[config.mk]
export PLATFORM = sky130hd
export DESIGN_NAME = fnv1a_bucket_index
export DESIGN_NICKNAME = d
export VERILOG_FILES = /design/src/rtl/fnvbi_pkg.sv /design/src/rtl/fnv1a_bucket_index.sv
export SDC_FILE = /design/constraint.sdc
export NUM_CORES = 1
export LEC_CHECK = 0
export BUFFER_PORTS_ARGS = -buffer_cell sky130_fd_sc_hd__buf_2
export CAP_MARGIN = 20
export CORE_UTILIZATION = 50
export DETAILED_ROUTE_END_ITERATION = 10
export PLACE_DENSITY_LB_ADDON = 0.12
export SETUP_SLACK_MARGIN = 0.5
export SLEW_MARGIN = 20
export SYNTH_ARGS = -nofsm -noshare
export SYNTH_HDL_FRONTEND = slang
export SYNTH_SLANG_ARGS = --single-unit
[constraint.sdc]
create_clock -name i_clk -period 6 [get_ports i_clk]
set_clock_uncertainty 0.1 [all_clocks]
set_input_delay 0.3 -clock i_clk [delete_from_list [all_inputs] [get_ports i_clk]]
set_output_delay 0.3 -clock i_clk [all_outputs]
set_load 0.02 [all_outputs]
[src/rtl/fnvbi_pkg.sv]
package fnvbi_pkg;

    localparam logic [31:0] FNV_OFFSET_BASIS = 32'd2166136261;
    localparam logic [31:0] FNV_PRIME        = 32'd16777619;
    localparam logic [31:0] BUCKET_RESET     = 32'd256;
    localparam int unsigned DIV_STEPS        = 32;

    typedef struct packed {
        logic [7:0] key_byte;
        logic       end_of_key;
    } t_fnvbi_req;

    typedef struct packed {
        logic [31:0] hash_value;
        logic [31:0] bucket_index;
    } t_fnvbi_rsp;

    typedef enum logic [1:0] {
        ST_IDLE,
        ST_DIV,
        ST_WAIT
    } t_fnvbi_state;

    function automatic logic [31:0] fnv_step(input logic [31:0] h, input logic [7:0] b);
        logic [31:0] x;
        x = h ^ {24'd0, b};
        return x * FNV_PRIME;
    endfunction

endpackage

[src/rtl/fnv1a_bucket_index.sv]
// Channel   Direction  Handshake              Payload
// request   in         i_valid / o_stall      i_req (key_byte, end_of_key)
// result    out        o_valid / i_stall      o_rsp (hash_value, bucket_index)
// config    in         i_cfg_valid / o_cfg_ready  i_cfg_data (bucket_count)
//
// A key byte request is hashed in the cycle it is accepted; bytes stream at one per cycle when idle.
// A terminator starts the restoring divider (one dividend bit per cycle) for the bucket index,
// then ST_WAIT loads the output register once it is free; requests stall until then.
// Reset is synchronous and active low; it restores the offset basis and a bucket count of 256.
// A stalled result holds in the output register while further key bytes are accepted.
module fnv1a_bucket_index (
    input  logic                  i_clk,
    input  logic                  i_rst_n,
    input  logic                  i_valid,
    input  fnvbi_pkg::t_fnvbi_req i_req,
    output logic                  o_stall,
    output logic                  o_valid,
    output fnvbi_pkg::t_fnvbi_rsp o_rsp,
    input  logic                  i_stall,
    input  logic                  i_cfg_valid,
    input  logic [31:0]           i_cfg_data,
    output logic                  o_cfg_ready
);
    import fnvbi_pkg::*;

    localparam int CNT_W = $clog2(DIV_STEPS);

    t_fnvbi_state     r_state;
    t_fnvbi_state     n_state;
    logic [31:0]      r_hash;
    logic [31:0]      r_bucket;
    logic [CNT_W-1:0] r_cnt;
    logic             r_out_valid;
    logic [31:0]      r_res_hash;
    logic [31:0]      r_dividend;
    logic [31:0]      r_rem;
    t_fnvbi_rsp       r_rsp;

    logic             req_acc;
    logic             out_acc;
    logic             out_load;
    logic [32:0]      shifted;
    logic             ge;
    logic [32:0]      diff;
    logic [31:0]      n_rem;

    assign req_acc = i_valid && !o_stall;
    assign out_acc = r_out_valid && !i_stall;

    assign shifted = {r_rem, r_dividend[31]};
    assign ge      = shifted >= {1'b0, r_bucket};
    assign diff    = shifted - {1'b0, r_bucket};
    assign n_rem   = ge ? diff[31:0] : shifted[31:0];

    always_comb begin
        n_state     = r_state;
        o_stall     = 1'b1;
        o_cfg_ready = 1'b0;
        out_load    = 1'b0;
        case (r_state)
            ST_IDLE: begin
                o_stall     = 1'b0;
                o_cfg_ready = 1'b1;
                if (i_valid && i_req.end_of_key) begin
                    n_state = ST_DIV;
                end
            end
            ST_DIV: begin
                if (r_cnt == CNT_W'(DIV_STEPS - 1)) begin
                    n_state = ST_WAIT;
                end
            end
            ST_WAIT: begin
                if (!r_out_valid || !i_stall) begin
                    out_load = 1'b1;
                    n_state  = ST_IDLE;
                end
            end
            default: begin
                n_state = ST_IDLE;
            end
        endcase
    end

    always_ff @(posedge i_clk) begin
        if (!i_rst_n) begin
            r_state     <= ST_IDLE;
            r_hash      <= FNV_OFFSET_BASIS;
            r_bucket    <= BUCKET_RESET;
            r_cnt       <= '0;
            r_out_valid <= 1'b0;
        end else begin
            r_state <= n_state;
            if (i_cfg_valid && o_cfg_ready) begin
                r_bucket <= i_cfg_data;
            end
            if (req_acc) begin
                r_hash <= i_req.end_of_key ? FNV_OFFSET_BASIS : fnv_step(r_hash, i_req.key_byte);
            end
            if (r_state == ST_DIV) begin
                r_cnt <= r_cnt + CNT_W'(1);
            end else begin
                r_cnt <= '0;
            end
            if (out_load) begin
                r_out_valid <= 1'b1;
            end else if (out_acc) begin
                r_out_valid <= 1'b0;
            end
        end
    end

    always_ff @(posedge i_clk) begin
        if (req_acc && i_req.end_of_key) begin
            r_res_hash <= r_hash;
            r_dividend <= r_hash;
            r_rem      <= '0;
        end else if (r_state == ST_DIV) begin
            r_dividend <= {r_dividend[30:0], 1'b0};
            r_rem      <= n_rem;
        end
        if (out_load) begin
            r_rsp.hash_value   <= r_res_hash;
            r_rsp.bucket_index <= (r_bucket == '0) ? '0 : r_rem;
        end
    end

    assign o_valid = r_out_valid;
    assign o_rsp   = r_rsp;

    a_term_starts_div: assert property (@(posedge i_clk) disable iff (!i_rst_n)
        (req_acc && i_req.end_of_key) |=> (r_state == ST_DIV && r_hash == FNV_OFFSET_BASIS))
        else $error("terminator did not start the divider and restart the hash");

    a_rem_below_divisor: assert property (@(posedge i_clk) disable iff (!i_rst_n)
        (r_state == ST_DIV && r_bucket != '0) |=> (r_rem < r_bucket))
        else $error("divider remainder reached the bucket count");

    a_result_loaded: assert property (@(posedge i_clk) disable iff (!i_rst_n)
        out_load |=> (o_valid && o_rsp.hash_value == $past(r_res_hash)))
        else $error("finished hash not presented at the output");

    a_no_overwrite: assert property (@(posedge i_clk) disable iff (!i_rst_n)
        (out_load && r_out_valid) |-> !i_stall)
        else $error("pending result overwritten");

    a_busy_stalls: assert property (@(posedge i_clk) disable iff (!i_rst_n)
        (r_state != ST_IDLE) |-> (o_stall && !o_cfg_ready))
        else $error("request or config accepted during division");

endmodule
Word-level counts from Yosys, hierarchy flattened
Index checks and enable logic that the tools add are counted.
- $add $sub $neg: 2
- $mul: 1
- order comparisons: 1
- eq/ne operators: 6
- multiplexer cells: 14
- bitwise operators: 1
- reduce and logical (&&, ||, !) cells: 14
- operators by type and width (operator ; count):
    32-bit 2-to-1 mux ; 4
    33-bit by 32-bit greater-or-equal comparator with 1-bit output ; 1
    32-bit zero test ; 1
    32-bit by 25-bit multiplier with 32-bit output, second input constant ; 1
    32-bit subtractor ; 1
    32-bit by 8-bit bitwise XOR with 32-bit output ; 1
    1-bit 2-to-1 mux ; 6
    2-bit 2-to-1 mux ; 3
    2-bit case mux with 3 select lines ; 1
    5-bit by 1-bit adder with 5-bit output, second input constant ; 1
    5-bit == test, second input constant ; 1
    1-bit logical AND ; 5
    2-bit inequality test, second input constant ; 2
    2-bit nonzero test ; 2
    3-bit AND reduction ; 1
    2-bit by 1-bit == test with 1-bit output, second input constant ; 1
    2-bit == test, second input constant ; 1
    1-bit zero test ; 2
    2-bit zero test ; 1
    2-bit by 1-bit inequality test with 1-bit output, second input constant ; 1
    2-bit AND reduction ; 1
    1-bit logical OR ; 1
- register bits after elaboration: 232
- bits of input ports: 46
- output and inout bits: 67
- logic and storage cells: 49

Longest topological paths before layout
Gate-level depths: netlist of run 1.
- depth in word-level cells: 5
- gate-level depth with buffers: 22
- mapped depth without buffers: 22

Worst setup path after synthesis of run 1
Ideal clock, no wire load.
- path kind: flip-flop to flip-flop
- from: register r_hash[4]
- to: register r_hash[19]
- library setup time: 0.141 ns
- arrival time: 5.285 ns
- data required time: 5.759 ns
- slack: 0.474 ns
- cell stages (with the launch flop): 21
- buffers on the path: 0
- period minus slack after synthesis: 5.526 ns
- cells stage by stage: dfxtp_1 xor2_1 ha_1 ha_1 fa_1 ha_1 fa_1 ha_1 inv_1 fa_1 inv_1 ha_1 a21o_1 a21o_1 a221oi_1 nand2_1 a21o_1 a21o_1 a21oi_1 mux2i_1 o211ai_1
- cells in the longest elaborated chain, start to end: 3
- ends and longest elaborated chain (element ; line ; RTL):
    start, declared ; fnv1a_bucket_index.sv:30 ; logic [31:0] r_hash;
    start signal, assigned ; fnv1a_bucket_index.sv:98 ; r_hash <= i_req.end_of_key ? FNV_OFFSET_BASIS : fnv_step(r_hash, i_req.key_byte);
    32-bit by 8-bit bitwise XOR with 32-bit output ; fnvbi_pkg.sv:26 ; x = h ^ {24'd0, b};
    32-bit by 25-bit multiplier with 32-bit output ; fnvbi_pkg.sv:27 ; return x * FNV_PRIME;
    32-bit 2-to-1 mux ; fnv1a_bucket_index.sv:98 ;
Every way passes these cells.
A chain may end at the register's enable or synchronous reset.

Worst setup path in the final report of run 1
Same ends and word-level chain as after synthesis.

==> metrics.cfg, run 1 <==
[outcome]
status=finished clean

[cts]
path_clk_slew_ns=0.06
cts_tree=built
root_buffer=clkbuf_16
cts_sinks=232
htreeDepth=1
clock_latency_ns=0.56
cts_buffer_depth=3
cts_made_buffers=27

[timing]
worst_pin_slew_ns=1.07
fin_crit_sh_pct=88.7
layout_min_cycle_time_ns=5.32
hold_viol_final=0
fin_tns_setup_ns=0
setup_ws_ns=0.676
fmax_mhz=188
finalSetupViolations=0
slew_violations=0
slew_headroom_pct=28.7
grt_setup_unrepaired=yes

[detailed_routing]
vias_per_cell=5.39
drt_iter0_drc=640
drt-pass1-iter-count=5
wirelength_mm=37.7
drt-met1-wl_mm=17.6
routed.top_layer=met4
vias=11600
wl_met3_mm=1.40
route.met2.wl_mm=17.3
postRouteAntennaNets=0
drc=0
post_drt_wl_per_cell_um=17.6

[yosys]
synth_compound_area_share_pct=11.6
synth_cell_types=63
postSynthCellCount=1546
ys_seq_elements=232
synthAdderAreaFrac_pct=26.7
synth_top_family_by_area=adder cells
synthSimpleGateAreaFrac_pct=10.5
synth_area_per_cell_um2=10.3
ys_seq_area_share_pct=37.3
synth-async-reset-ratio_pct=0
syn_area_um2=15900
synthMuxAreaShare_pct=2.90
synth_xor_area_share_pct=4.14
synth_enable_flop_cells=128
yosys_warnings=0
synthFlopType=edfxtp_1
syn_nets=1886

[setup_path]
end_kind=register
crit_arrival_ns=5.64
cpPeakStageDelay_ns=0.53
reg2reg_from=r_hash[4]$_SDFFE_PN0P_
cp_max_fo=6
r2r_end=r_hash[19]$_SDFFE_PN1P_
critPathBufInv=2
cp.required_ns=6.32
crit_chain=xor2_2 > ha_1 > ha_4 > fa_1 > ha_2 > fa_1 > ha_1 > inv_1 > fa_1 > inv_1 > ha_4 > a21o_1 > a21o_1 > a221oi_2 > nand2_2 > a21o_1 > a21o_1 > a21oi_2 > mux2i_1 > o211ai_1
startpoint_type=register
path_delay_family=adder cells
crit_top_cell=a21o_1
crit_path_top_delay_cell=fa_1
reg2regPathDepth=20
r2r_setup_slack_ns=0.68
worst-setup-path-type=reg2reg

[place]
pre_cts_ws_ns=0.0718
gp_congestion=0.872
port_buffers=112
hpwl_mm=27.8

[worst_hold_path]
hold_end=r_hash[27]$_SDFFE_PN0P_
hold_start=i_req[0]
hold_depth=3
hp-class=in2reg

[global_route]
grt_use_total_pct=23.7
antenna_found_initial=0
grt_max_degree=67
grt_pass1_vias=11900
gr-total-overflow=0
grt_pass1_wl_mm=61.6

[die]
core_um2=30900
die_w_um=180
io_pins=113
dieArea_um2=32500
num_rows=64
die_height_um=180
start_util_pct=51.4

[job]
maxCapViolCount=0

[cells_and_area]
syn2layout_area_growth_pct=18.5
insertedDiodeCount=0
drive_gt1_share_pct=18.2
final_core_util_pct=60.9
layout.nets=2065
num-fill-cells=2592

-- worst max path at each step --
stage | to | start | cells after the start | slack, ns
3_3_place_gp | r_hash[30]$_SDFFE_PN0P_ | i_req[3] | 22 | 0.23
4_1_cts | r_hash[30]$_SDFFE_PN0P_ | r_hash[7]$_SDFFE_PN1P_ | 22 | 0.48
3_5_place_dp | r_hash[30]$_SDFFE_PN0P_ | i_req[3] | 22 | 0.07
6_report | r_hash[19]$_SDFFE_PN1P_ | r_hash[4]$_SDFFE_PN0P_ | 20 | 0.68
2_1_floorplan | r_hash[30]$_SDFFE_PN0P_ | r_hash[2]$_SDFFE_PN1P_ | 21 | 0.51
5_1_grt | r_hash[30]$_SDFFE_PN0P_ | r_hash[7]$_SDFFE_PN1P_ | 22 | 0.47
-- layout by cell type (no fill, tap or decap), drive strengths merged, types with 37 or more instances in the layout --
cell    synthesis  final
a21boi         37     37
a21oi          55     55
buf            12    161
dfxtp         104    104
edfxtp        128    128
fa             75     75
ha            219    219
inv           235    239
nand2         148    148
nor2           52     52
nor2b          51     51
o21ai          54     54
xnor2          40     40
-- Yosys cell counts (all sizes together) (5+ instances only) --
master / count / area (um2)
nand4: 9 / 56.3
nor3: 14 / 70.1
nand3b: 6 / 45.0
o21bai: 13 / 97.6
nand3: 25 / 125
fa: 75 / 1500
a21boi: 37 / 278
a211o: 6 / 52.6
nand2: 148 / 556
inv: 235 / 882
a22oi: 6 / 45.0
and3: 11 / 68.8
xor2: 35 / 307
nand2b: 6 / 37.5
nor4: 12 / 75.1
xnor2: 40 / 350
mux2i: 10 / 100
a31oi: 6 / 37.5
a22o: 7 / 61.3
o211ai: 14 / 105
o21a: 11 / 82.6
a211oi: 5 / 42.5
a21o: 28 / 210
clkbuf: 33 / 125
dfxtp: 104 / 2080
a21oi: 55 / 275
mux2: 32 / 360
buf: 12 / 86.3
nor2b: 51 / 319
edfxtp: 128 / 3840
ha: 219 / 2740
and2: 8 / 50.1
nor2: 52 / 195
o21ai: 54 / 270
o31ai: 6 / 50.1
-- worst reg2reg max path, cell delays in order, from the launching register on --
cell and delay (ns):
dfxtp_4 0.37, xor2_2 0.18, ha_1 0.35, ha_4 0.24, fa_1 0.54, ha_2 0.17, fa_1 0.41, ha_1 0.29
inv_1 0.05, fa_1 0.52, inv_1 0.06, ha_4 0.27, a21o_1 0.18, a21o_1 0.18, a221oi_2 0.34, nand2_2 0.13
a21o_1 0.18, a21o_1 0.20, a21oi_2 0.14, mux2i_1 0.20, o211ai_1 0.10
-- what timing repair did --
item / 4_1_cts / 5_1_grt
endpoints found under the hold margin: 34 / 0
pin swaps: 8 / 31
resized for setup: 35 / 57
setup buffers: 5 / 11
hold buffers: 34 / 0
setup endpoints to repair: 14 / 15
-- flip-flops by register name (all words and copies together) (netlist names) --
signal and count:
r_res_hash 32, o_valid 1, r_state 2, r_rem 32, r_cnt 5, o_rsp 64
r_bucket 32, r_dividend 32, r_hash 32
-- final cells by class --
type / count / area (um2) / area share [%]
inverters: 235 / 882 / 4.69
multi-input cells: 1034 / 9280 / 49.3
clock inverters: 18 / 163 / 0.864
clock buffers: 32 / 747 / 3.97
flip-flops and latches: 232 / 5970 / 31.7
repair buffers: 195 / 1290 / 6.85
well taps: 396 / 495 / 2.63
-- kinds of logic (layout without fill, tap and decap cells) --
kind of cell             after synthesis  count (layout)
AND/OR/NAND/NOR                      350             350
adder cells (fa/ha/maj)              294             294
buffers and inverters                280             480
AO/OA/AOI/OAI                        273             273
flip-flops                           232             232
XOR/XNOR                              75              75
multiplexers                          42              42
-- routing by layer --
metal / vias up / track usage, %
met3: 88 / 2.61
met2: 236 / 39.3
li1: 5652 / -
met1: 5574 / 31.9
met4: 0 / 8.99
met5: - / 0
-- metrics by stage --
| stage | hold slack (ns) | area [um2] | cells |
|---|---|---|---|
| global route | 0.165 | 18800 | 2142 |
| global placement | 0.300 | 17000 | 2041 |
| floorplan | 0.300 | 15900 | 1546 |
| CTS | 0.149 | 18500 | 2131 |
| detailed placement | 0.305 | 17000 | 2042 |
| finish | 0.153 | 18800 | 2142 |
Power of run 1 is left out: the tool's default activity adds up to more than one toggle a clock period on the data nets, which glitch-free logic cannot reach.
==> run 2, diff against run 1 <==
- CORE_MARGIN: default -> 2
- clock period: 6 -> 6.3 ns (I/O delays scaled with it)
==> run 2 against run 1 <==
Die area up 2.2%. Utilization is 2.3 points lower. Wire length is 0.28% lower. Non-clock buffer count shrank 14. Worst hold slack got worse by 0.094 ns. Global-route usage down 0.41 points. Register-to-register slack gained 0.03 ns. Critical path depth grew 1. Cell count is 0.47% lower. Worst setup slack gained 0.028 ns.
==> metrics.cfg, run 2 (synthesized netlist as in run 1, its figures left out) <==
[outcome]
status=finished clean

[cts]
cts_sinks=232  ; unchanged
path_clk_slew_ns=0.06  ; about the same
root_buffer=clkbuf_16
clock_latency_ns=0.53  ; -0.03 ns
htreeDepth=1  ; unchanged
cts_buffer_depth=3  ; unchanged
cts_tree=built
cts_made_buffers=27  ; unchanged

[cells_and_area]
drive_gt1_share_pct=15.1  ; -3.0 points
final_common_cell=inv_1
largest_register_ffs=64  ; unchanged
multiInputGateArea_um2=9040  ; -2.6%
regArea_um2=5940  ; -0.40%
syn2layout_area_growth_pct=15.7
layout.nets=2051  ; -0.68%
insertedDiodeCount=0  ; unchanged
mostFrequentLayoutCells=inv_1 (232), ha_1 (213), nand2_1 (147)
num-fill-cells=2760  ; +6.5%

[setup_path]
r2r_setup_slack_ns=0.70  ; +0.03 ns
reg2reg_from=r_hash[3]$_SDFFE_PN0P_
startpoint_type=register
worst-setup-path-type=reg2reg
cp_max_fo=6  ; unchanged
crit_arrival_ns=5.92  ; +0.28 ns
r2r_end=r_hash[30]$_SDFFE_PN0P_
cp.required_ns=6.63  ; +0.31 ns
end_kind=register
reg2regPathDepth=21  ; +5.0%

[timing]
slew_violations=0  ; unchanged
fin_crit_sh_pct=88.8  ; +0.096 points
worst_pin_slew_ns=1.03  ; -0.0428 ns
hold_viol_final=0  ; unchanged
fmax_mhz=179  ; -4.9%
layout_min_cycle_time_ns=5.60  ; +0.272 ns
fin_tns_setup_ns=0  ; unchanged
slew_headroom_pct=31.5  ; +2.9 points
grt_setup_unrepaired=no
finalSetupViolations=0  ; unchanged

[detailed_routing]
drt_iter0_drc=705  ; +10%
postRouteAntennaNets=0  ; unchanged
drc=0  ; unchanged
vias_per_cell=5.39  ; -0.11%
drt-pass1-iter-count=5  ; unchanged
post_drt_wl_per_cell_um=17.6  ; +0.19%
wirelength_mm=37.6  ; -0.28%
vias=11500  ; -0.57%

[place]
gp_congestion=0.857  ; -1.7%
hpwl_mm=27.8  ; +0.20%
port_buffers=112  ; unchanged

[global_route]
grt_max_degree=67  ; unchanged
antenna_found_initial=0  ; unchanged
gr-total-overflow=0  ; unchanged
grt_use_total_pct=23.3  ; -0.41 points
grt_pass1_vias=11500  ; -3.1%
grt_pass1_wl_mm=61.2  ; -0.63%

[worst_hold_path]
hold_start=i_req[1]
hp-class=in2reg
hold_depth=3  ; unchanged
hold_end=r_hash[0]$_SDFFE_PN1P_

[die]
die_w_um=182  ; +1.1%
core_um2=31400  ; +1.6%
num_rows=65  ; +1.6%
dieArea_um2=33200  ; +2.2%
die_height_um=182  ; +1.1%
start_util_pct=50.6  ; -0.79 points
io_pins=113  ; unchanged

[job]
maxCapViolCount=0  ; unchanged

[run 2: cell count changes in the layout (fill, tap and decap cells not counted), sizes merged]
cell | before | now
buf | 161 | 148
clkinv | 8 | 13
clkinvlp | 5 | 0
inv | 239 | 234
bufinv | 1 | 3
clkbuf | 32 | 33
dlygate4sd3 | 34 | 33
[run 2: metal layers]
| metal | vias up | GRT usage [%] | part of all wire, % |
|---|---|---|---|
| li1 | 5632 | - | - |
| met1 | 5537 | 32.0 | 47 |
| met2 | 247 | 38.5 | 46 |
| met3 | 68 | 2.65 | 4.2 |
| met4 | 0 | 7.84 | 3.4 |
| met5 | - | 0 | 0 |
[run 2: repair_timing]
| item | in CTS | in global routing |
|---|---|---|
| hold buffers | 33 | 0 |
| setup buffers | 0 | 8 |
| endpoints found under the hold margin | 33 | 0 |
| endpoints found under the setup margin | 13 | 13 |
| pin swaps | 1 | 6 |
| gates resized for setup | 10 | 33 |
[run 2: final cells by class]
type | instances | area share (%)
multi-input cells | 1034 | 49.2
flip-flops and latches | 232 | 32.3
repair buffers | 181 | 6.34
inverters | 235 | 4.81
clock buffers | 33 | 3.80
well taps | 402 | 2.74
clock inverters | 15 | 0.830
[run 2: per-stage QoR]
step	hold slack, ns	cells	cell area (um2)	worst slack (ns)	util (%)
floorplan	0.300	1546	15900	0.774	-
global route	0.0726	2132	18400	0.475	58.6
CTS	0.0388	2124	18200	0.516	58.0
global placement	0.302	2043	17000	0.301	54.0
finish	0.0593	2132	18400	0.704	58.6
detailed placement	0.305	2043	17000	0.218	54.0
[run 2: worst max-delay path, cell delays in order, from the launching register on]
cell      delay, ns
dfxtp_4        0.38
xor2_2         0.19
ha_1           0.30
ha_1           0.34
fa_1           0.48
ha_1           0.21
fa_1           0.47
ha_1           0.29
inv_1          0.05
fa_1           0.53
inv_1          0.04
ha_2           0.32
a21oi_2        0.13
nor2_1         0.05
a211oi_1       0.28
o31ai_2        0.17
a31oi_2        0.27
o21ai_2        0.12
a211oi_2       0.27
a21oi_1        0.13
xor2_1         0.15
a32o_1         0.21
[run 2: worst max path at each step]
stage	from	end	slack, ns	cells past startpoint
CTS	r_hash[7]$_SDFFE_PN1P_	r_hash[30]$_SDFFE_PN0P_	0.52	22
detailed placement	r_hash[3]$_SDFFE_PN0P_	r_hash[19]$_SDFFE_PN1P_	0.22	20
finish	r_hash[3]$_SDFFE_PN0P_	r_hash[30]$_SDFFE_PN0P_	0.70	21
floorplan	r_hash[4]$_SDFFE_PN0P_	r_hash[19]$_SDFFE_PN1P_	0.77	20
global route	r_hash[5]$_SDFFE_PN0P_	r_hash[30]$_SDFFE_PN0P_	0.47	21
global placement	i_req[4]	r_hash[19]$_SDFFE_PN1P_	0.30	21
Power of run 2 is left out for the same reason.
